===== config.mk =====
export PLATFORM = sky130hd
export DESIGN_NAME = key_press_event_detector
export DESIGN_NICKNAME = d
export VERILOG_FILES = /design/src/kped_pkg.sv /design/src/kped_ram.sv /design/src/kped_key_step.sv /design/src/kped_outq.sv /design/src/key_press_event_detector.sv
export SDC_FILE = /design/constraint.sdc
export NUM_CORES = 1
export LEC_CHECK = 0
export BUFFER_PORTS_ARGS = -buffer_cell sky130_fd_sc_hd__buf_2
export CAP_MARGIN = 30
export CELL_PAD_IN_SITES_DETAIL_PLACEMENT = 1
export CELL_PAD_IN_SITES_GLOBAL_PLACEMENT = 1
export CORE_ASPECT_RATIO = 1.75
export CORE_MARGIN = 4
export CORE_UTILIZATION = 40
export DETAILED_ROUTE_END_ITERATION = 10
export GPL_ROUTABILITY_DRIVEN = 0
export PLACE_DENSITY = 0.63
export SLEW_MARGIN = 15
export SYNTH_ARGS = -nofsm -noshare
export SYNTH_HDL_FRONTEND = slang
export SYNTH_HIERARCHICAL = 1
export SYNTH_SLANG_ARGS = --single-unit
export TNS_END_PERCENT = 1

===== constraint.sdc =====
create_clock -name clk -period 10.53 [get_ports clk]
set_input_delay 1.5795 -clock clk [delete_from_list [all_inputs] [get_ports clk]]
set_output_delay 1.5795 -clock clk [all_outputs]
set_load 0.02 [all_outputs]

===== src/kped_pkg.sv =====
`timescale 1ns / 1ps
`default_nettype none
// ----------------------------------------------------------------------------
// kped_pkg
// Shared types, sizes and codes of the key press event detector.
// ----------------------------------------------------------------------------
package kped_pkg;

  localparam int KEY_COUNT = 16;
  localparam int CODE_BITS = 5;
  localparam int IDX_BITS  = (KEY_COUNT > 1) ? $clog2(KEY_COUNT) : 1;
  localparam int CNT_BITS  = $clog2(KEY_COUNT + 1);
  localparam int TICK_BITS = 16;
  localparam int KEY_BITS  = 4;
  localparam int KIND_BITS = 3;
  localparam int PH_BITS   = 3;
  localparam int CFG_BITS  = 2;

  localparam logic [PH_BITS-1:0] PH_WAIT     = 3'd0;
  localparam logic [PH_BITS-1:0] PH_DEBOUNCE = 3'd1;
  localparam logic [PH_BITS-1:0] PH_COUNT    = 3'd2;
  localparam logic [PH_BITS-1:0] PH_HELD     = 3'd3;
  localparam logic [PH_BITS-1:0] PH_RELEASED = 3'd4;

  localparam logic [KIND_BITS-1:0] EV_CLICK     = 3'd0;
  localparam logic [KIND_BITS-1:0] EV_LONG      = 3'd1;
  localparam logic [KIND_BITS-1:0] EV_CLICK_REL = 3'd2;
  localparam logic [KIND_BITS-1:0] EV_LONG_REL  = 3'd3;
  localparam logic [KIND_BITS-1:0] EV_CONT      = 3'd4;

  localparam logic [CFG_BITS-1:0] REG_DEBOUNCE = 2'd0;
  localparam logic [CFG_BITS-1:0] REG_LONG     = 2'd1;
  localparam logic [CFG_BITS-1:0] REG_REPEAT   = 2'd2;

  localparam logic [TICK_BITS-1:0] DEBOUNCE_RST = 16'd2;
  localparam logic [TICK_BITS-1:0] LONG_RST     = 16'd100;
  localparam logic [TICK_BITS-1:0] REPEAT_RST   = 16'd20;

  typedef struct packed {
    logic [PH_BITS-1:0]   phase;
    logic [TICK_BITS-1:0] debounce_count;
    logic [TICK_BITS-1:0] long_count;
    logic [TICK_BITS-1:0] repeat_count;
  } kped_entry_t;

  localparam kped_entry_t RESET_ENTRY = '{
    phase:          PH_WAIT,
    debounce_count: DEBOUNCE_RST,
    long_count:     LONG_RST,
    repeat_count:   REPEAT_RST
  };

  typedef struct packed {
    logic [TICK_BITS-1:0] debounce_ticks;
    logic [TICK_BITS-1:0] long_press_ticks;
    logic [TICK_BITS-1:0] repeat_ticks;
  } kped_cfg_t;

  typedef struct packed {
    kped_entry_t          entry;
    logic                 fire;
    logic [KIND_BITS-1:0] kind;
  } kped_step_t;

  typedef struct packed {
    logic [KEY_BITS-1:0]  key_id;
    logic [KIND_BITS-1:0] kind;
  } kped_event_t;

  typedef struct packed {
    logic [KEY_BITS-1:0]  key_id;
    logic [KIND_BITS-1:0] kind;
    logic                 last;
  } kped_result_t;

endpackage
`default_nettype wire


===== src/kped_ram.sv =====
`timescale 1ns / 1ps
`default_nettype none
// ----------------------------------------------------------------------------
// kped_ram
// Generic single-port-write, single-port-read RAM with registered read.
// ----------------------------------------------------------------------------
module kped_ram #(
  parameter int WIDTH = 8,
  parameter int DEPTH = 16
) (
  input  wire logic                                      clk,
  input  wire logic                                      we,
  input  wire logic [((DEPTH > 1) ? $clog2(DEPTH) : 1)-1:0] waddr,
  input  wire logic [WIDTH-1:0]                          wdata,
  input  wire logic                                      re,
  input  wire logic [((DEPTH > 1) ? $clog2(DEPTH) : 1)-1:0] raddr,
  output logic      [WIDTH-1:0]                          rdata
);

  logic [WIDTH-1:0] mem [DEPTH];

  always_ff @(posedge clk) begin
    if (we) begin
      mem[waddr] <= wdata;
    end
    if (re) begin
      rdata <= mem[raddr];
    end
  end

endmodule
`default_nettype wire


===== src/kped_key_step.sv =====
`timescale 1ns / 1ps
`default_nettype none
// ----------------------------------------------------------------------------
// kped_key_step
// Phase machine update of one key entry for one scan tick.
// ----------------------------------------------------------------------------
module kped_key_step (
  input  wire kped_pkg::kped_entry_t cur,
  input  wire logic                  pressed,
  input  wire kped_pkg::kped_cfg_t   cfg,
  output kped_pkg::kped_step_t       step
);
  import kped_pkg::*;

  logic [TICK_BITS-1:0] deb_dec;
  logic [TICK_BITS-1:0] long_dec;
  logic [TICK_BITS-1:0] rep_dec;

  assign deb_dec  = cur.debounce_count - 1'b1;
  assign long_dec = cur.long_count - 1'b1;
  assign rep_dec  = cur.repeat_count - 1'b1;

  always_comb begin
    step.entry = cur;
    step.fire  = 1'b0;
    step.kind  = EV_CLICK;
    unique case (cur.phase)
      PH_WAIT: begin
        if (pressed) begin
          step.entry.phase = PH_DEBOUNCE;
        end
      end
      PH_DEBOUNCE: begin
        if (pressed) begin
          if (deb_dec == '0) begin
            step.entry.debounce_count = cfg.debounce_ticks;
            step.entry.phase          = PH_COUNT;
            step.fire                 = 1'b1;
            step.kind                 = EV_CLICK;
          end else begin
            step.entry.debounce_count = deb_dec;
          end
        end else begin
          step.entry.debounce_count = cfg.debounce_ticks;
          step.entry.phase          = PH_WAIT;
        end
      end
      PH_COUNT: begin
        if (pressed) begin
          if (long_dec == '0) begin
            step.entry.long_count = cfg.long_press_ticks;
            step.entry.phase      = PH_HELD;
            step.fire             = 1'b1;
            step.kind             = EV_LONG;
          end else begin
            step.entry.long_count = long_dec;
          end
        end else begin
          step.entry.long_count = cfg.long_press_ticks;
          step.entry.phase      = PH_RELEASED;
          step.fire             = 1'b1;
          step.kind             = EV_CLICK_REL;
        end
      end
      PH_HELD: begin
        if (!pressed) begin
          step.entry.phase        = PH_RELEASED;
          step.entry.repeat_count = cfg.repeat_ticks;
          step.fire               = 1'b1;
          step.kind               = EV_LONG_REL;
        end else if (rep_dec == '0) begin
          step.entry.repeat_count = cfg.repeat_ticks;
          step.fire               = 1'b1;
          step.kind               = EV_CONT;
        end else begin
          step.entry.repeat_count = rep_dec;
        end
      end
      PH_RELEASED: begin
        if (!pressed) begin
          step.entry.phase = PH_WAIT;
        end
      end
      default: begin
        step.entry.phase = PH_WAIT;
      end
    endcase
  end

endmodule
`default_nettype wire


===== src/kped_outq.sv =====
`timescale 1ns / 1ps
`default_nettype none
// ----------------------------------------------------------------------------
// kped_outq
// Two-slot result queue; loads the events of one tick, drains one per
// transaction and marks the final one.
// ----------------------------------------------------------------------------
module kped_outq (
  input  wire logic                  clk,
  input  wire logic                  rst,
  input  wire logic                  load,
  input  wire logic                  load_two,
  input  wire kped_pkg::kped_event_t ev0,
  input  wire kped_pkg::kped_event_t ev1,
  output logic                       empty,
  output logic                       out_valid,
  input  wire logic                  out_ready,
  output kped_pkg::kped_result_t     head
);
  import kped_pkg::*;

  kped_result_t slot0;
  kped_result_t slot1;
  logic [1:0]   count;

  assign empty     = (count == 2'd0);
  assign out_valid = !empty;
  assign head      = slot0;

  always_ff @(posedge clk) begin
    if (rst) begin
      count <= 2'd0;
    end else if (load) begin
      slot0 <= '{key_id: ev0.key_id, kind: ev0.kind, last: !load_two};
      slot1 <= '{key_id: ev1.key_id, kind: ev1.kind, last: 1'b1};
      count <= load_two ? 2'd2 : 2'd1;
    end else if (out_valid && out_ready) begin
      slot0 <= slot1;
      count <= count - 2'd1;
    end
  end

endmodule
`default_nettype wire


===== src/key_press_event_detector.sv =====
`timescale 1ns / 1ps
`default_nettype none
// Ticks: a new tick is taken only once the previous scan is done and
// its events are loaded into the result queue; the key state memory is
// walked one key per cycle through its single read port.
// Reset: registers take 2, 100 and 20; per-key valid bits clear at once, so
// every key reads as waiting with reset counts until first written.
// ----------------------------------------------------------------------------
// key_press_event_detector
// Debounce, long press and auto-repeat for keys on an encoded scan bus.
// ----------------------------------------------------------------------------
module key_press_event_detector (
  input  wire logic                              clk,
  input  wire logic                              rst,
  input  wire logic                              in_valid,
  output logic                                   in_ready,
  input  wire logic [kped_pkg::CODE_BITS-1:0]    line_code,
  output logic                                   out_valid,
  input  wire logic                              out_ready,
  output logic      [kped_pkg::KEY_BITS-1:0]     key_id,
  output logic      [kped_pkg::KIND_BITS-1:0]    event_kind,
  output logic                                   last_event,
  input  wire logic                              cfg_write,
  input  wire logic [kped_pkg::CFG_BITS-1:0]     cfg_index,
  input  wire logic [kped_pkg::TICK_BITS-1:0]    cfg_data
);
  import kped_pkg::*;

  localparam logic [1:0] ST_IDLE = 2'd0;
  localparam logic [1:0] ST_SCAN = 2'd1;
  localparam logic [1:0] ST_DONE = 2'd2;

  logic [1:0]           state;
  kped_cfg_t            cfg;
  logic [CODE_BITS-1:0] code;
  logic [CNT_BITS-1:0]  rd_cnt;
  logic                 p_valid;
  logic [IDX_BITS-1:0]  p_idx;
  logic                 rd_ok;
  logic [KEY_COUNT-1:0] ent_valid;
  logic [1:0]           ev_cnt;
  kped_event_t          ev0;
  kped_event_t          ev1;

  logic                 rd_en;
  logic [IDX_BITS-1:0]  rd_idx;
  kped_entry_t          ram_rdata;
  kped_entry_t          cur;
  logic                 pressed;
  kped_step_t           step;
  kped_event_t          new_ev;
  logic                 outq_empty;
  logic                 outq_load;
  kped_result_t         head;

  assign in_ready = (state == ST_IDLE);
  assign rd_idx   = rd_cnt[IDX_BITS-1:0];
  assign rd_en    = (state == ST_SCAN) && (int'(rd_cnt) < KEY_COUNT);
  assign cur      = rd_ok ? ram_rdata : RESET_ENTRY;
  assign pressed  = (int'(code) >= 1) && (int'(code) <= KEY_COUNT)
                    && (int'(code) - 1 == int'(p_idx));
  assign new_ev   = '{key_id: KEY_BITS'(p_idx), kind: step.kind};
  assign outq_load = (state == ST_DONE) && (ev_cnt != 2'd0) && outq_empty;

  kped_ram #(
    .WIDTH ($bits(kped_entry_t)),
    .DEPTH (KEY_COUNT)
  ) u_state_ram (
    .clk   (clk),
    .we    (p_valid),
    .waddr (p_idx),
    .wdata (step.entry),
    .re    (rd_en),
    .raddr (rd_idx),
    .rdata (ram_rdata)
  );

  kped_key_step u_step (
    .cur     (cur),
    .pressed (pressed),
    .cfg     (cfg),
    .step    (step)
  );

  kped_outq u_outq (
    .clk       (clk),
    .rst       (rst),
    .load      (outq_load),
    .load_two  (ev_cnt == 2'd2),
    .ev0       (ev0),
    .ev1       (ev1),
    .empty     (outq_empty),
    .out_valid (out_valid),
    .out_ready (out_ready),
    .head      (head)
  );

  assign key_id     = head.key_id;
  assign event_kind = head.kind;
  assign last_event = head.last;

  always_ff @(posedge clk) begin
    if (rst) begin
      state     <= ST_IDLE;
      rd_cnt    <= '0;
      p_valid   <= 1'b0;
      ent_valid <= '0;
      ev_cnt    <= 2'd0;
      cfg       <= '{debounce_ticks: DEBOUNCE_RST, long_press_ticks: LONG_RST,
                     repeat_ticks: REPEAT_RST};
    end else begin
      if (cfg_write) begin
        unique case (cfg_index)
          REG_DEBOUNCE: cfg.debounce_ticks   <= cfg_data;
          REG_LONG:     cfg.long_press_ticks <= cfg_data;
          REG_REPEAT:   cfg.repeat_ticks     <= cfg_data;
          default: ;
        endcase
      end
      unique case (state)
        ST_IDLE: begin
          p_valid <= 1'b0;
          if (in_valid) begin
            code   <= line_code;
            rd_cnt <= '0;
            ev_cnt <= 2'd0;
            state  <= ST_SCAN;
          end
        end
        ST_SCAN: begin
          p_valid <= rd_en;
          if (rd_en) begin
            rd_cnt <= rd_cnt + 1'b1;
            p_idx  <= rd_idx;
            rd_ok  <= ent_valid[rd_idx];
          end
          if (p_valid) begin
            ent_valid[p_idx] <= 1'b1;
            if (step.fire && ev_cnt != 2'd2) begin
              if (ev_cnt == 2'd0) begin
                ev0 <= new_ev;
              end else begin
                ev1 <= new_ev;
              end
              ev_cnt <= ev_cnt + 2'd1;
            end
            if (int'(p_idx) == KEY_COUNT - 1) begin
              state <= ST_DONE;
            end
          end
        end
        ST_DONE: begin
          p_valid <= 1'b0;
          if (ev_cnt == 2'd0 || outq_empty) begin
            state <= ST_IDLE;
          end
        end
        default: begin
          p_valid <= 1'b0;
          state   <= ST_IDLE;
        end
      endcase
    end
  end

endmodule
`default_nettype wire


-- Yosys cells after proc, flatten, opt, wreduce, memory -nomap -nowiden
Memories as Yosys holds them, arrays and structs flattened. A register that Yosys moved wholly into a read port is not among the register bits.
Index checks and enable logic that the tools add are counted.
- register bits after elaboration: 115
- bits in latches: 0
- bits in writable memories: 816
- ROM bits: 0
- input bits: 28
- output and inout bits: 10
- logic and storage cells: 139
- memories: 1
- memory list (name ; words ; bits a word ; rd ports ; clocked after Yosys merged registers in ; wr ports ; line ; text):
    u_state_ram.mem ; 16 ; 51 ; 1 ; 1 ; 1 ; kped_ram.sv:20 ; logic [WIDTH-1:0] mem [DEPTH];
- add/subtract/negate cells: 7
- multipliers: 0
- divide/modulo/power cells: 0
- magnitude comparators: 6
- equality and inequality tests: 18
- shift operators: 0
- muxes and demuxes: 46
- bitwise gates (word level): 4
- reductions and logical operators: 36
- operators with widths (kind ; count):
    two-way mux 16 bit ; 7
    two-way mux 51 bit ; 1
    logical NOT 16 bit ; 3
    subtractor 16 x 1 -> 16 bit, second input constant ; 3
    two-way mux 2 bit ; 10
    two-way mux 20 bit ; 1
    two-way mux 4 bit ; 5
    two-way mux 19 bit ; 1
    two-way mux 3 bit ; 6
    two-way mux 8 bit ; 2
    OR 16 bit ; 1
    one-hot mux 3 bit (5 select lines) ; 1
    one-hot mux 4 bit (3 select lines) ; 1
    AND reduction 2 bit ; 6
    less-than comparator 4 x 5 -> 1 bit, second input constant ; 2
    two-way mux 5 bit ; 2
    one-hot mux 5 bit (2 select lines) ; 1
    AND reduction 5 bit ; 2
    AND reduction 3 bit ; 3
    logical AND 1 bit ; 8
    logical NOT 2 bit ; 4
    != test 2 bit, second input constant ; 4
    AND reduction 4 bit ; 2
    equality test 2 bit, second input constant ; 3
    26 further kinds ; 38

-- Depth between registers and ports, before layout
Gate-level depths: netlist of run 1.
- depth in word-level cells: 10
- mapped depth: 17
- mapped depth without buffers: 14

-- Modules after synthesis
The synthesis of run 1 kept the hierarchy.
- by module, submodules not included (module ; instances ; cells each ; area each (um^2) ; seq. area each (um^2)):
    kped_ram ; 1 ; 1320 ; 32125.8 ; 26035.0
    key_press_event_detector ; 1 ; 451 ; 4100.2 ; 2202.1
    kped_key_step ; 1 ; 448 ; 2777.7 ; 0.0
    kped_outq ; 1 ; 41 ; 673.1 ; 490.5

-- Least setup slack after synthesis of run 1
OpenSTA, ideal clock, no wires.
- kind: register to register
- start: reg p_idx[2]
- end: mem u_state_ram/mem[0][0] in the netlist's numbering (enable)
- setup time: 522 ps
- arrival time: 4512 ps
- required time: 10008 ps
- setup slack: 5496 ps
- stages on the path, launching flop included: 3
- buffers on the path: 0
- period minus slack after synthesis: 5034 ps
- path through: edfxtp_1 > or3b_2 > nor3_1
- RTL lines (element ; line ; text):
    start: declaration ; key_press_event_detector.sv:38 ; logic [IDX_BITS-1:0] p_idx;
    start signal: assignment ; key_press_event_detector.sv:134 ; p_idx <= rd_idx;
    end: declaration ; kped_ram.sv:20 ;
No word-level cell before the write port.

==> metrics.txt, run 1 <==
Synth area leaders=edfxtp_1 69%, mux4_2 12%, dfxtp_1 3.8%; outcome=finished clean; initial antenna violation count=7; leak pwr=13.7 nW; Worst Skew=0.0228 ns; minimum clock period=5.47 ns; cts repair resizes=0; Root Driver=clkbuf_16; VDD IR max=113 uV; slowest CP cell=o41a_1; unrepaired setup endpoints after global routing=false; number of setup violations in the final report=0; max-cap violation count=0; CTS buffer count=87; final hold violation count=0; origin of the worst setup path=rd_ok$_DFFE_PP_; power density over the cells=177 nW/um2; Layout area overhead=12.3%; Seq/Total Area, Yosys=72.4%; num ports=38; worst path cell trace=buf_4, and2_1, inv_1, ha_1, nor4b_1, and4b_1, xnor2_1, nand3_1, o41a_1, nor2_1, a311o_1, nand2b_1, nor4_1, clkdlybuf4s15_2; postcts setup bufs=0; TritonCTS Sinks=982; Port Buffer Count=37; fin. max-slew vios=0; Pwr Total=7.90 mW; drt initial violations=1814; cells after synthesis=2260; die area=104000 um2; Rel. slew slack=24.5%; crit path capture type=flip-flop; Reg clk slew, reported paths=0.06 ns; Hold Path Stages=0; DR vias/cell=5.75; worst min path class=reg2reg; initial core utilization=40.4%; commonest non-fill, non-tap cell in the layout=edfxtp_1; CTS tree=built; r2r endpoint=ev1[6]$_DFFE_PP_; fin nets=2374; largest net degree at the start of global routing=99; Post-CTS Hold Fix Bufs=0; Final Cycle Share=51.9%; Synth Warn #=6; EDFF count, synth=906; Routed wire per std cell=28.1 um; Mapped Avg Cell Area=17.6 um2; Seq cells post-synth=982; Synth top area share=68.6%; Buf/Inv on CP=3; H-tree Lvls=3; Worst-Skew Late Latency=0.67 ns; share of layout cells above drive strength 1=21.8%; hold_sp=ev1[0]$_DFFE_PP_; reg-to-reg slack, setup=5.06 ns; gr usage total=20.1%; worst reg2reg startpoint=rd_ok$_DFFE_PP_; sink of the worst hold path=u_outq/slot1[1]$_DFFE_PP_; Design Area, Final=44600 um2; Die Ht=425 um; Max Buffers Root-to-Sink=3; final hold slack=0.420 ns; WL final=104000 um; post-layout util=45.3%; row count=152; FMAX=183 MHz; Pre-antenna DRT Iters=5; grt ovf=0; top_reg_cell synth=edfxtp_1; commonest non-fill, non-tap cells in the layout=906 x edfxtp_1, 208 x mux4_2, 202 x nand2_1; leading area contributor after synthesis=edfxtp_1; worst r2r path cells=14; setup tns final=0 ns; vias in the first global route=23100; Post-DP Area=41500 um2; CP Max Fanout=51; type of origin of the critical path=flip-flop; Netlist cell types=82; FFs w/ async S/R, synth=0%; area of the mapped netlist=39700 um2; Core ar.=98300 um2; drt drc=0; Crit path max-delay family=simple AND/OR/NAND/NOR gates; vias post-DR=21400; Critical Setup Path Class=reg2reg; DIE WIDTH=246 um; syn nets=2300; Required @ worst endpoint=10.90 ns; crit-path max cell delay=0.76 ns; Final ANT Viol Nets=0; first-pass GRT wire length=153000 um; actual slew at the worst max-slew pin=1.13 ns; critical path arrival=5.84 ns; half-perimeter wire length after placement=58300 um
==> metrics by stage <==
step / instances / worst slack, ns
floorplan: 2260 / 5.50
global placement: 3523 / 4.99
detailed placement: 3535 / 5.14
CTS: 3688 / 5.10
global route: 3708 / 4.72
finish: 3713 / 5.06
==> sequential cells by signal, indices dropped and copies added (netlist names), 4 cells and up <==
| register | cells |
|---|---|
| u_state_ram/mem | 816 |
| ev0 | 7 |
| p_idx | 4 |
| rd_cnt | 5 |
| ent_valid | 16 |
| u_outq/slot1 | 7 |
| u_state_ram/rdata | 51 |
| cfg | 48 |
| ev1 | 7 |
| code | 5 |
| u_outq/head | 8 |
==> cell families (layout without fill, tap and decap cells) <==
group	count (synthesis)	count (layout)	synth area share, %
other	0	6	0
AO/OA/AOI/OAI	305	305	5.45
adder cells (fa/ha/maj)	12	12	0.378
multiplexers	229	229	12.4
XOR/XNOR	21	21	0.464
flip-flops	982	982	72.4
buffers and inverters	166	304	2.14
AND/OR/NAND/NOR	545	545	6.80
==> Yosys cell counts, types with 17 or more instances <==
cell type  instances
inv_1             27
clkbuf_1          71
o21ai_0           18
a21oi_1           85
nand2_1          202
nand2b_1          17
mux4_2           208
edfxtp_1         906
o211ai_1          18
and2_1            51
buf_6             20
nor3_1            43
dfxtp_1           76
nand3_1           28
a22oi_1          107
buf_2             32
nor2_1           102
==> worst max-delay path by stage <==
stage,to,slack (ns),cells past startpoint
6_report,ev1[6]$_DFFE_PP_,5.06,14
3_5_place_dp,ev1[0]$_DFFE_PP_,5.14,14
3_3_place_gp,ev1[0]$_DFFE_PP_,4.99,13
5_1_grt,ev1[0]$_DFFE_PP_,4.72,14
2_1_floorplan,u_state_ram/mem[0][0]$_DFFE_PP_,5.50,2
4_1_cts,ev1[0]$_DFFE_PP_,5.10,14
==> final cells by class <==
type | instances | area (um2)
inverter | 27 | 101
sequential | 982 | 28700
multi-input combinational | 1112 | 10300
timing repair buffer | 124 | 948
antenna | 6 | 15.0
fill | 9332 | 53800
tap | 1309 | 1640
clock inverter | 37 | 437
clock buffer | 116 | 2420
==> metal layers <==
metal / share of wire (%) / up-vias / wire length [um] / global-route usage [%]
li1: - / 9188 / - / -
met1: 38 / 11400 / 40200 / 24.8
met2: 53 / 562 / 55400 / 35.7
met3: 5.0 / 180 / 5220 / 3.24
met4: 3.5 / 0 / 3620 / 7.32
met5: 0 / - / 0 / 0
==> worst reg2reg max path, delay by kind of cell, from the launching register on <==
kind | cells | cell delay, ns
and+or+nand+nor | 7 | 2.50
AOI/OAI and AO/OA | 2 | 1.02
buffers and inverters | 3 | 0.78
DFF | 1 | 0.38
adders and majority gates | 1 | 0.36
xor gates and xnor gates | 1 | 0.13
==> where the power goes <==
group	internal [mW]	total [mW]	switching (mW)	leakage (nW)
logic	0.132	0.346	0.214	3.43
registers	4.29	4.31	0.0212	8.88
clock network	1.86	3.24	1.39	1.38
No activity file was read; power rests on OpenSTA's default activity.
==> run 2: changes to the inputs <==
- ABC_AREA: not set -> 1
- PLACE_DENSITY: 0.63 -> 0.68
- clock period: 10.53 -> 5.3 ns (I/O delays scaled with it)
==> run 2 against run 1 <==
Utilization decreased by 0.51 points. Design area is 11% higher. First-iteration DRC count grew 14%. Via count grew 51%. Clock skew is 0.00087 ns lower. Area after synthesis up 12%. Wire length up 32%. Synthesized cell count increased by 110%. Highest routed layer unchanged. Power is 120% higher.
==> metrics.txt, run 2 <==
fin. max-slew vios=0 (unchanged); Post-Synth XOR/XNOR Area=0.273% (-0.19 points); Seq/Total Area, Yosys=64.6% (-7.8 points); crit path capture type=flip-flop; Critical Setup Path Class=reg2reg; outcome=finished clean; Root Driver=clkbuf_16; worst path cell trace=buf_4, nand2_1, inv_1, inv_1, ha_1, nand2_2, inv_1, nand2_1, nand2_1, nor2_1, nand3_1, nor2_1, nand3_2, nand2_4, nand2_1, nand3_1, inv_1, nor2_1, inv_1, nor4_1, buf_4; Routed wire per std cell=22.1 um (-22%); most frequent cell after synthesis=nand2_1; cts repair resizes=0 (unchanged); row count=161 (+5.9%); half-perimeter wire length after placement=81900 um (+41%); postcts setup bufs=0 (unchanged); num ports=38 (unchanged); most frequent cells after synthesis=1487 x nand2_1, 906 x edfxtp_1, 829 x inv_1; vias in the first global route=33800 (+47%); TritonCTS Sinks=982 (unchanged); critical path's most frequent cell=inv_1; final worst slack=0.877 ns (-4.18 ns); H-tree Lvls=3 (unchanged); Die Ht=449 um (+5.8%); commonest non-fill, non-tap cell in the layout=nand2_1; Seq cells post-synth=982 (unchanged); Final ANT Viol Nets=0 (unchanged); share of layout cells above drive strength 1=6.56% (-15 points); syn nets=4738 (+110%); CTS tree=built; post-synthesis mux area share=0% (-12 points); Pwr Total=17.0 mW (+120%); critical path arrival=4.82 ns (-1.02 ns); leak pwr=21.2 nW (+55%); number of setup violations in the final report=0 (unchanged); crit-path max cell delay=0.85 ns (+0.09 ns); Required @ worst endpoint=5.69 ns (-5.21 ns); setup tns final=0 ns (unchanged); Synth Area in Compound Gates=1.29% (-4.2 points); Layout area overhead=11.1%; worst min path class=in2reg; Worst-Skew Late Latency=0.70 ns (+0.03 ns); EDFF count, synth=906 (unchanged); Buf/Inv on CP=7 (+4); initial antenna violation count=2 (-5); leading area contributor after synthesis=edfxtp_1; Netlist cell types=42 (-49%); worst reg2reg startpoint=rd_ok$_DFFE_PP_; DR vias/cell=5.17 (-10%); minimum clock period=4.42 ns (-1.05 ns); r2r endpoint=ev1[2]$_DFFE_PP_; Synth area leaders=edfxtp_1 61%, nand2_1 13%, nand3_1 8.3%; largest net degree at the start of global routing=186 (+88%); slowest CP cell=edfxtp_1; FMAX=226 MHz (+24%); vias post-DR=32200 (+51%); Final Cycle Share=83.5% (+32 points); top flop regs=u_state_ram/mem (816), u_state_ram/rdata (51), cfg (48); sink of the worst hold path=code[2]$_DFFE_PP_; Reg with most FFs=u_state_ram/mem; drt drc=0 (unchanged); VDD IR max=219 uV (+93%); cells after synthesis=4698 (+110%); Max Buffers Root-to-Sink=3 (unchanged); first-pass GRT wire length=206000 um (+35%); Pre-antenna DRT Iters=6 (+1); initial core utilization=40.4% (about the same); gr usage total=23.4% (+3.3 points); Synth top area share=61.2% (-7.4 points); grt ovf=0 (unchanged); main combinational cell family by area after synthesis=simple AND/OR/NAND/NOR gates; max-cap violation count=0 (unchanged); DIE WIDTH=260 um (+5.7%); CP Max Fanout=19 (-63%); power density over the cells=345 nW/um2 (+95%); reg-to-reg slack, setup=0.88 ns (-4.18 ns); Post-CTS Hold Fix Bufs=0 (unchanged); Synth Warn #=6 (unchanged); fin nets=4724 (+99%); commonest non-fill, non-tap cells in the layout=1487 x nand2_1, 906 x edfxtp_1, 827 x inv_1; unrepaired setup endpoints after global routing=false; top_reg_cell synth=edfxtp_1; drt initial violations=2059 (+14%); Rel. slew slack=35.0% (+11 points); max FFs per register=816 (unchanged); die area=117000 um2 (+12%); CTS buffer count=90 (+3.4%); Hold Path Stages=1 (+1); area of the mapped netlist=44500 um2 (+12%); FFs w/ async S/R, synth=0% (unchanged); Simple-Gate Fraction of Synth Area=24.2% (+17 points); Crit path max-delay family=simple AND/OR/NAND/NOR gates; final hold violation count=0 (unchanged); hold_sp=line_code[2]; Port Buffer Count=37 (unchanged); Reg clk slew, reported paths=0.06 ns (about the same); instance count on the critical path=21 (+7); Post-Place Worst Slack=0.821 ns (-4.32 ns); Core ar.=110000 um2 (+12%); Mapped Avg Cell Area=9.47 um2 (-46%); WL final=137000 um (+32%); Post-Synth Adder-Cell Area=0.338% (-0.041 points); actual slew at the worst max-slew pin=0.975 ns (-0.158 ns); worst r2r path cells=21 (+7); type of origin of the critical path=flip-flop; Worst Skew=0.0219 ns (-0.000872 ns)
run 2: cells by family after synthesis:
group	Yosys count
AO/OA/AOI/OAI	105
XOR/XNOR	13
flip-flops	982
adder cells (fa/ha/maj)	12
buffers and inverters	1050
AND/OR/NAND/NOR	2536
run 2: through the flow:
| step | hold slack, ns | cells | utilization [%] | cell area [um2] |
|---|---|---|---|---|
| 2_1_floorplan | 0.400 | 4698 | - | 44500 |
| 3_3_place_gp | 0.408 | 6052 | 42.1 | 46300 |
| 3_5_place_dp | 0.406 | 6058 | 42.2 | 46500 |
| 4_1_cts | 0.207 | 6221 | 44.8 | 49400 |
| 5_1_grt | 0.248 | 6223 | 44.8 | 49400 |
| 6_report | 0.275 | 6223 | 44.8 | 49400 |
run 2: power by group:
group / internal (mW) / switching, mW / total, mW
clock network: 3.67 / 2.91 / 6.58
registers: 8.64 / 0.0979 / 8.74
logic: 0.440 / 1.27 / 1.71
run 2: worst max path at each step:
| stage | slack, ns | endpoint | from |
|---|---|---|---|
| after floorplan | 1.60 | ev1[0]$_DFFE_PP_ | rd_ok$_DFFE_PP_ |
| after detailed placement | 0.82 | ev1[0]$_DFFE_PP_ | rd_ok$_DFFE_PP_ |
| after global routing | 0.47 | ev1[1]$_DFFE_PP_ | rd_ok$_DFFE_PP_ |
| after global placement | 0.95 | ev1[0]$_DFFE_PP_ | rd_ok$_DFFE_PP_ |
| final | 0.88 | ev1[2]$_DFFE_PP_ | rd_ok$_DFFE_PP_ |
| after CTS | 0.79 | ev1[1]$_DFFE_PP_ | rd_ok$_DFFE_PP_ |
run 2: layout make-up:
class / count / area (um2)
sequential: 982 / 28700
tap: 1467 / 1840
timing repair buffer: 105 / 986
clock buffer: 113 / 2370
antenna: 1 / 2.50
clock inverter: 50 / 533
multi-input combinational: 2666 / 11800
inverter: 839 / 3170
fill: 12500 / 60800
run 2: metal layers:
metal  wire [um]  GRT usage (%)
met5           0              0
met4        6030           9.57
met3        4640           2.48
met2       74400           44.0
met1       52200           26.7
==> run 3: changes to the inputs <==
- PLACE_DENSITY: 0.68 -> 0.71
- clock period: 5.3 -> 3.9 ns (I/O delays scaled with it)
==> run 3 against run 2 <==
Wire length is 1.3% higher. Critical path depth is the same. Non-clock buffer count up 30. Highest routed layer unchanged. Combinational power rose by 44%.
==> metrics.txt, run 3 (synthesis gave the netlist of run 2 again) <==
crit path capture type=flip-flop; setup tns final=0 ns (unchanged); Port Buffer Count=37 (unchanged); Buf/Inv on CP=7 (unchanged); critical path's most frequent cell=inv_1; outcome=finished clean; CTS tree=built; Hold Path Stages=1 (unchanged); Reg clk slew, reported paths=0.06 ns (about the same); Post-CTS Hold Fix Bufs=0 (unchanged); top flop regs=u_state_ram/mem (816), u_state_ram/rdata (51), cfg (48); Final Cycle Share=94.7% (+11 points); CTS buffer count=91 (+1.1%); Max Buffers Root-to-Sink=3 (unchanged); die area=117000 um2 (unchanged); actual slew at the worst max-slew pin=0.996 ns (+0.0209 ns); instance count on the critical path=21 (unchanged); Root Driver=clkbuf_16; final hold violation count=0 (unchanged); FMAX=271 MHz (+20%); row count=161 (unchanged); drt initial violations=2099 (+1.9%); placed insts=6089 (+0.51%); critical path arrival=4.10 ns (-0.72 ns); max layer used=met4; commonest non-fill, non-tap cells in the layout=1485 x nand2_1, 906 x edfxtp_1, 828 x inv_1; Worst-Skew Late Latency=0.71 ns (about the same); Design Area, Final=49800 um2 (+0.82%); Pre-antenna DRT Iters=5 (-1); WL final=139000 um (+1.3%); Core ar.=110000 um2 (unchanged); Finished Layout Cells=6255 (+0.51%); DIE WIDTH=260 um (unchanged); worst path cell trace=buf_12, nand2_1, inv_1, inv_1, ha_1, nand2_2, inv_1, nand2_1, nand2_1, nor2_1, nand3_1, nor2_1, nand3_2, nand2_4, nand2_1, nand3_1, inv_1, nor2_1, inv_1, nor4_1, buf_4; type of origin of the critical path=flip-flop; max-cap violation count=0 (unchanged); max FFs per register=816 (unchanged); met2 WL post-DR=74800 um (+0.51%); H-tree Lvls=3 (unchanged); initial antenna violation count=3 (+1); leak pwr=21.4 nW (+0.89%); largest net degree at the start of global routing=121 (-35%); worst min path class=in2reg; fin nets=4755 (+0.66%); DR vias/cell=5.23 (+0.99%); CP Max Fanout=20 (+1); Required @ worst endpoint=4.31 ns (-1.38 ns); half-perimeter wire length after placement=81700 um (-0.27%); Reg with most FFs=u_state_ram/mem; first-pass GRT wire length=209000 um (+1.2%); worst r2r path cells=21 (unchanged); Die Ht=449 um (unchanged); initial core utilization=40.4% (unchanged); VDD IR max=336 uV (+54%); number of setup violations in the final report=0 (unchanged); routed wl met3=5750 um (+24%); vias in the first global route=34700 (+2.6%); Crit path max-delay family=simple AND/OR/NAND/NOR gates; vias post-DR=32700 (+1.5%); fin. max-slew vios=0 (unchanged); power density over the cells=468 nW/um2 (+36%); Layout area overhead=12.0%; unrepaired setup endpoints after global routing=false; Rel. slew slack=33.6% (-1.4 points); crit-path max cell delay=0.50 ns (-0.35 ns); reg-to-reg slack, setup=0.21 ns (-0.67 ns); commonest non-fill, non-tap cell in the layout=nand2_1; grt ovf=0 (unchanged); drt drc=0 (unchanged); slowest CP cell=edfxtp_1; postcts setup bufs=0 (unchanged); gr usage total=23.6% (+0.19 points); num ports=38 (unchanged); Routed wire per std cell=22.3 um (+0.82%); TritonCTS Sinks=982 (unchanged); Final ANT Viol Nets=0 (unchanged); Worst Skew=0.0345 ns (+0.0126 ns); Post-DP Area=46800 um2 (+0.71%); share of layout cells above drive strength 1=7.23% (+0.67 points); Critical Setup Path Class=reg2reg; detailed-route wire length on metal 1=52200 um (-0.13%); minimum clock period=3.69 ns (-0.728 ns)
==> run 3: cell count changes in the layout (fill, tap and decap cells not counted), sizes merged <==
cell,previous run,this run
clkbuf,113,121
clkinvlp,1,3
clkinv,35,30
bufinv,10,7
buf,105,135
==> run 3: power breakdown <==
part	internal (mW)	switching (mW)	total (mW)
Clock	4.99	4.04	9.03
Combinational	0.640	1.83	2.47
Sequential	11.7	0.0744	11.8
Total	17.4	5.95	23.3
==> run 3: timing repair <==
item | CTS | global route
endpoints found under the hold margin | 0 | 0
gates resized for setup | 0 | 5
endpoints found under the setup margin | 0 | 19
==> run 3: worst paths after layout <==
kind / end / startpoint
setup / recovery: ev1[5]$_DFFE_PP_ / rd_ok$_DFFE_PP_
hold / removal: code[1]$_DFFE_PP_ / line_code[1]
setup reg to reg: ev1[5]$_DFFE_PP_ / rd_ok$_DFFE_PP_
hold reg to reg: u_outq/slot1[2]$_DFFE_PP_ / ev1[1]$_DFFE_PP_
==> run 3: final cells by class <==
type                    count  area [um2]
diodes                      1        2.50
clock buffers             121        2490
clock inverters            44         472
fillers                 12400       60400
inverters                 839        3170
multi-input cells        2666       11800
flip-flops and latches    982       28700
well taps                1467        1840
repair buffers            135        1310
==> run 3: per-stage QoR <==
step	util [%]	setup slack [ns]	hold slack, ns	total power [mW]
2_1_floorplan	-	0.198	0.400	13.6
3_3_place_gp	42.5	0.172	0.406	14.5
3_5_place_dp	42.5	0.152	0.410	14.5
4_1_cts	45.2	0.136	0.00886	23.5
5_1_grt	45.2	0.0107	0.0269	24.2
6_report	45.2	0.205	0.0643	23.3
==> run 3: routing by layer <==
metal  global-route usage, %  up-vias
met1                    26.4    16500
li1                        -    15000
met5                       0        -
met4                    10.2        0
met3                    3.19      292
met2                    44.2      819
==> run 3: worst register-to-register path, delay by kind of cell, from the launching register on <==
| kind | cells | cell delay (ns) |
|---|---|---|
| adders and majority gates | 1 | 0.26 |
| and+or+nand+nor | 13 | 1.74 |
| buffers and inverters | 7 | 0.90 |
| DFF | 1 | 0.50 |
